[src/sv/luminance_retarget_srgb_defines.svh]
// Assertion macros shared by the RTL.
`ifndef LUMINANCE_RETARGET_SRGB_DEFINES_SVH
`define LUMINANCE_RETARGET_SRGB_DEFINES_SVH
`ifndef SYNTHESIS
`define LRS_ASSERT(label, clk, rst, prop) \
  label: assert property (@(posedge clk) disable iff (rst) prop) \
    else $error("lrs assertion failed");
`define LRS_ASSERT_NEXT(label, clk, rst, ante, cons) \
  label: assert property (@(posedge clk) disable iff (rst) (ante) |=> (cons)) \
    else $error("lrs assertion failed");
`else
`define LRS_ASSERT(label, clk, rst, prop)
`define LRS_ASSERT_NEXT(label, clk, rst, ante, cons)
`endif
`endif

[src/sv/lrs_div.sv]
// floor(dividend * 2^SHIFT / divisor), one quotient bit per stage.
// The quotient must fit QW bits; a zero divisor gives junk.
module lrs_div #(
  parameter int AW    = 34,
  parameter int DW    = 33,
  parameter int QW    = 21,
  parameter int SHIFT = 16,
  parameter int LANES = 1,
  parameter int SW    = 1,
  localparam int NW   = AW + SHIFT
) (
  input  logic          clk,
  input  logic          rst,
  input  logic          en,
  input  logic          in_valid,
  input  logic [AW-1:0] dividend [LANES],
  input  logic [DW-1:0] divisor [LANES],
  input  logic [SW-1:0] side_in,
  output logic          out_valid,
  output logic [QW-1:0] quot [LANES],
  output logic [SW-1:0] side_out
);

  logic [DW-1:0] rem  [QW+1][LANES];
  logic [QW-1:0] nlo  [QW+1][LANES];
  logic [DW-1:0] dv   [QW+1][LANES];
  logic [QW-1:0] q    [QW+1][LANES];
  logic [SW-1:0] sb   [QW+1];
  logic          vld  [QW+1];
  logic [NW-1:0] nfull [LANES];

  for (genvar l = 0; l < LANES; l++) begin : g_in
    assign nfull[l]  = {dividend[l], {SHIFT{1'b0}}};
    assign rem[0][l] = DW'(nfull[l] >> QW);
    assign nlo[0][l] = nfull[l][QW-1:0];
    assign dv[0][l]  = divisor[l];
    assign q[0][l]   = '0;
  end
  assign sb[0]  = side_in;
  assign vld[0] = in_valid;

  for (genvar s = 1; s <= QW; s++) begin : g_stage
    logic [DW:0] trial [LANES];
    logic        take  [LANES];

    always_ff @(posedge clk) begin
      if (rst) vld[s] <= 1'b0;
      else if (en) vld[s] <= vld[s-1];
    end

    always_ff @(posedge clk) begin
      if (en) sb[s] <= sb[s-1];
    end

    for (genvar l = 0; l < LANES; l++) begin : g_lane
      assign trial[l] = {rem[s-1][l], nlo[s-1][l][QW-s]};
      assign take[l]  = trial[l] >= {1'b0, dv[s-1][l]};

      always_ff @(posedge clk) begin
        if (en) begin
          rem[s][l] <= take[l] ? DW'(trial[l] - {1'b0, dv[s-1][l]}) : trial[l][DW-1:0];
          nlo[s][l] <= nlo[s-1][l];
          dv[s][l]  <= dv[s-1][l];
          q[s][l]   <= {q[s-1][l][QW-2:0], take[l]};
        end
      end
    end
  end

  for (genvar l = 0; l < LANES; l++) begin : g_out
    assign quot[l] = q[QW][l];
  end
  assign side_out  = sb[QW];
  assign out_valid = vld[QW];

endmodule

[config.mk]
export PLATFORM = sky130hd
export DESIGN_NAME = lrs_div
export DESIGN_NICKNAME = d
export VERILOG_FILES = /design/src/sv/luminance_retarget_srgb_defines.svh /design/src/sv/lrs_div.sv
export SDC_FILE = /design/constraint.sdc
export NUM_CORES = 2
export LEC_CHECK = 0
export BUFFER_PORTS_ARGS = -buffer_cell sky130_fd_sc_hd__buf_4
export CORE_ASPECT_RATIO = 1.75
export CORE_UTILIZATION = 55
export CTS_CLUSTER_SIZE = 25
export DETAILED_ROUTE_END_ITERATION = 8
export PLACE_DENSITY = 0.71
export SLEW_MARGIN = 10
export SYNTH_ARGS = -nofsm -noshare
export SYNTH_HDL_FRONTEND = slang
export SYNTH_SLANG_ARGS = --single-unit
[constraint.sdc]
create_clock -name clk -period 5.7 [get_ports clk]
set_input_delay 0.285 -clock clk [delete_from_list [all_inputs] [get_ports clk]]
set_output_delay 0.285 -clock clk [all_outputs]
set_load 0.05 [all_outputs]
# ---- Yosys cells after proc, flatten, opt, wreduce, memory -nomap -nowiden
# Index checks and enable logic that the tools add are counted.
# Widths: inputs -> output; s select.
dict set report classes {
  n_lt_le_gt_ge 21
  add_sub_neg 20
  mux 20
}
# operator n
set op_table {}
lappend op_table {{$ge 34x33->1} 20}
lappend op_table {{$mux 33} 19}
lappend op_table {{$sub 33x33->33} 19}
lappend op_table {{$ge 30x33->1} 1}
lappend op_table {{$sub 30x33->33} 1}
lappend op_table {{$mux 30} 1}
dict set report word_totals {
  ff_bits 1603
  in_bits 72
  word_cells 184
}

# ---- Depth between registers and ports, before layout
dict set report logic_depth {
  ltp_word 2
  ltp_mapped 16
  ltp_nobuf 14
}

# ---- Worst setup path after synthesis
# No wires, ideal clock.
dict set report synth_timing {
  path_kind {reg2reg}
  start {register nlo, in the netlist g_stage[4].trial[0]}
  end {register rem, in the netlist g_stage[5].trial[2], data pin}
  setup_ns 0.260
  n_path_buf 1
  stages_incl_launch_ff 14
  path_slack_ns 2.086
  arrival_ns 3.354
  t_required_ns 5.440
  synth_period_minus_slack_ns 3.614
  path_cell_list {edfxtp_1 -> inv_1 -> ha_1 -> inv_1 -> fa_1 -> a21o_1 -> a221oi_1 -> o211ai_1 -> a221o_1 -> a21o_1 -> a21oi_1 -> o211a_1 -> buf_2 -> mux2_2}
}
dict set report synth_between {
  elab_chain_cells 2
}
# element line_no
set synth_lines {}
lappend synth_lines {{start, declared} lrs_div.sv:25} ;# logic [QW-1:0] nlo [QW+1][LANES];
lappend synth_lines {{start signal, assigned by index} lrs_div.sv:62} ;# nlo[s][l] <= nlo[s-1][l];
lappend synth_lines {{$sub 33x33->33 / $ge 34x33->1 (equally long branches)} {lrs_div.sv:61, lrs_div.sv:57}}
lappend synth_lines {{$mux 33 (*)} lrs_div.sv:61} ;# rem[s][l] <= take[l] ? DW'(trial[l] - {1'b0, dv[s-1][l]}) : trial[l][DW-1:0];
lappend synth_lines {{end signal, assigned by index} lrs_div.sv:61}
lappend synth_lines {{end, declared} lrs_div.sv:24} ;# logic [DW-1:0] rem [QW+1][LANES];
# Every way passes the cells marked *; elsewhere a longest branch is shown, timed or not.
# A chain may end at the register's enable or synchronous reset.

# ---- Worst setup path in the final report
dict set report layout_timing {
  start {register nlo, in the netlist g_stage[4].trial[0]}
  end {register rem, in the netlist g_stage[5].trial[22], data pin}
}
dict set report layout_between {
  elab_chain_cells 2
}
# element line_no
set layout_lines {}
lappend layout_lines {{$ge 34x33->1} lrs_div.sv:57} ;# assign take[l] = trial[l] >= {1'b0, dv[s-1][l]};
lappend layout_lines {{named net g_stage[4].take} lrs_div.sv:44} ;# logic take [LANES];
lappend layout_lines {{$mux 33} lrs_div.sv:61}
# The timed path passes the listed nets, and every way through them passes these cells.

==> impl_metrics.tcl <==
set metrics [dict create \
    boundaryPins 95 \
    critPathCaptureType "register" \
    die_w_um 311.1 \
    drt_iter0_markers 3299 \
    hold_viol_final 2 \
    ctsResizeCount 0 \
    yosys_warnings 0 \
    viasPerCell 5.908 \
    final_area_mm2 0.1011 \
    worstPathRequired_ns 6.25 \
    grt.total_usage 0.2865 \
    maxSlewHeadroom 0.02295 \
    power.density_mw_per_mm2 575.3 \
    tightest_slew_ns 1.454 \
    final.setup.tns_ns 0 \
    cts_tree "done" \
    cp.arrival_ns 5.45 \
    drc 0 \
    drive_gt1_frac 0.08445 \
    first_pass_iters 5 \
    rsz0062_at_grt "no" \
    yosysTopAreaCell "edfxtp_1" \
    final_cell_mix "edfxtp_1 (1582), inv_1 (862), a21oi_1 (820)" \
    io_buffer_count 94 \
    cts_setup_buffers 0 \
    finalMaxSlewViolations 0 \
    vias 63920 \
    post-route-min-period_ns 4.900 \
    grt_pass1_vias 68830 \
    vdd_drop_max_uv 374.2 \
    hold_class "input port to register" \
    wirelength_um 245100 \
    avgSynthCellArea_um2 11.08 \
    synth-edff-count 1582 \
    ctsHoldBuffers 71 \
    fmax_mhz 204.1 \
    violations "hold timing" \
    crit_type "register to register" \
    layout_commonest_cell "edfxtp_1" \
    fin_skew_ns 0.07343 \
    nets 9275 \
    timing.hold.ws_ns -0.007931 \
    grt_pass1_wl_um 365800 \
    cp-start-kind "register" \
    max_cap_violations 0 \
    routedWlPerCell_um 22.66 \
    die_area_mm2 0.1689 \
    synth_area_leaders "edfxtp_1 (52%), ha_1 (9.4%), a21oi_1 (4.5%)" \
    syn-cell-area_mm2 0.09195 \
    synth_flop_cell "edfxtp_1" \
    ys_seq_area_frac 0.5212 \
    status "finished, violations left" \
    root_buffer "clkbuf_16" \
    setup_violations 0 \
    placed_cell_area_mm2 0.09543 \
    die_y_um 542.9 \
    syn_inst 8300 \
    ys_types 85 \
    cts_max_path_buffers 4 \
    synth_top_area_share 0.5166 \
    cts_max_level 4 \
    dp_hpwl_um 192300 \
    insertion_delay_ns 0.84 \
    fin_crit_sh 0.8597 \
    ys_ff_latch 1603 \
    row_count 198 \
    coreArea_mm2 0.1662 \
    overflow 0 \
    clock_sinks 1603 \
    min_path_cells 1 \
    grt_antenna_before_repair 2 \
    cts_made_buffers 160 \
    ant_nets 0 \
    synth-async-reset-ratio 0 \
    grt_max_degree 198 \
    syn2layout_area_growth_pct 9.945 \
    syn-num-nets 9081 \
    gp_congestion 0.9837 \
    cp_max_fo 42 \
    worstRegToRegCells 14 \
    path_clk_slew_ns 0.06 \
    leakage_nw 42.09 \
    start_util 0.5531 \
]
==> routing by layer <==
layer | GRT usage | wire, um | vias to the layer above | share of wire
li1 | - | - | 30720 | -
met1 | 0.1713 | 59930 | 30750 | 0.24
met2 | 0.6357 | 150000 | 1476 | 0.61
met3 | 0.02809 | 5507 | 970 | 0.022
met4 | 0.3025 | 29680 | 0 | 0.12
met5 | 0 | 0 | - | 0
==> worst max-delay path: stages (launching register included) <==
cell and delay (ns):
edfxtp_1 0.36, inv_1 0.08, ha_1 0.16, inv_1 0.05, fa_1 0.41, a21o_1 0.20, a221oi_1 0.61, o211ai_1 0.45
a221o_1 0.51, a21o_1 0.24, a21oi_1 0.52, o211a_1 0.26, buf_12 0.20, inv_1 0.22, mux2_2 0.32
==> cell type report <==
cell class / count / area (um^2)
Inverter: 865 / 3247
Clock buffer: 184 / 4189
Fill cell: 13000 / 65140
Antenna cell: 9 / 22.52
Tap cell: 2200 / 2753
Timing Repair Buffer: 253 / 2278
Clock inverter: 93 / 733.2
Multi-Input combinational cell: 5611 / 39950
Sequential cell: 1603 / 47930
==> synth_stat cells (88+ instances only) <==
library cell,count
nand3_1,108
a21o_1,401
edfxtp_1,1582
xnor2_1,341
nor3_1,92
clkbuf_1,156
o21ai_0,423
nand4_1,117
nor2_1,619
inv_1,862
a21oi_1,820
nand2_1,431
ha_1,689
xor2_1,222
mux2_2,207
nand2b_1,88
nor2b_1,97
==> path summary, 6_finish.rpt <==
kind	startpoint	end	slack (ns)
max	g_stage[4].trial[0]	g_stage[5].trial[22]	0.80
min	en	dv[588]	-0.008
max reg2reg	g_stage[4].trial[0]	g_stage[5].trial[22]	0.80
min reg2reg	q[79]	q[59]	0.41
==> sequential cells by signal (all words and copies together), names as in the netlist, 6 cells and up <==
signal	flops
g_stage.trial	664
dv	660
q	210
quot	21
sb	20
vld	20
nlo	6
==> where the power goes <==
part | switching [mW] | internal [mW] | leakage, nW | total [mW]
registers | 1.59 | 17.5 | 15.6 | 19.1
logic | 17.1 | 11.7 | 24.1 | 28.8
clock network | 4.62 | 5.65 | 2.38 | 10.3
==> cell families (layout without fill, tap and decap cells) <==
family | Yosys count | in the layout | share of synthesized area
multiplexers | 269 | 269 | 0.03341
flip-flops | 1603 | 1603 | 0.5212
buffers and inverters | 1086 | 1395 | 0.04594
other | 0 | 9 | 0
XOR/XNOR | 563 | 563 | 0.05363
adder cells (fa/ha/maj) | 709 | 709 | 0.09811
AND/OR/NAND/NOR | 1773 | 1773 | 0.09050
AO/OA/AOI/OAI | 2297 | 2297 | 0.1572
==> through the flow <==
stage,std cells,hold slack (ns),setup slack [ns],power (mW),util
after global routing,10820,0.04550,0.5712,61.37,0.6081
after global placement,10460,0.4004,0.8763,47.01,0.5740
after floorplan,8300,0.3574,2.086,39.00,-
after detailed placement,10460,0.4045,0.8157,47.66,0.5740
final,10820,-0.007931,0.7998,58.16,0.6082
after CTS,10810,0.06635,0.7561,58.05,0.6079
(Power assumes the default switching activity.)
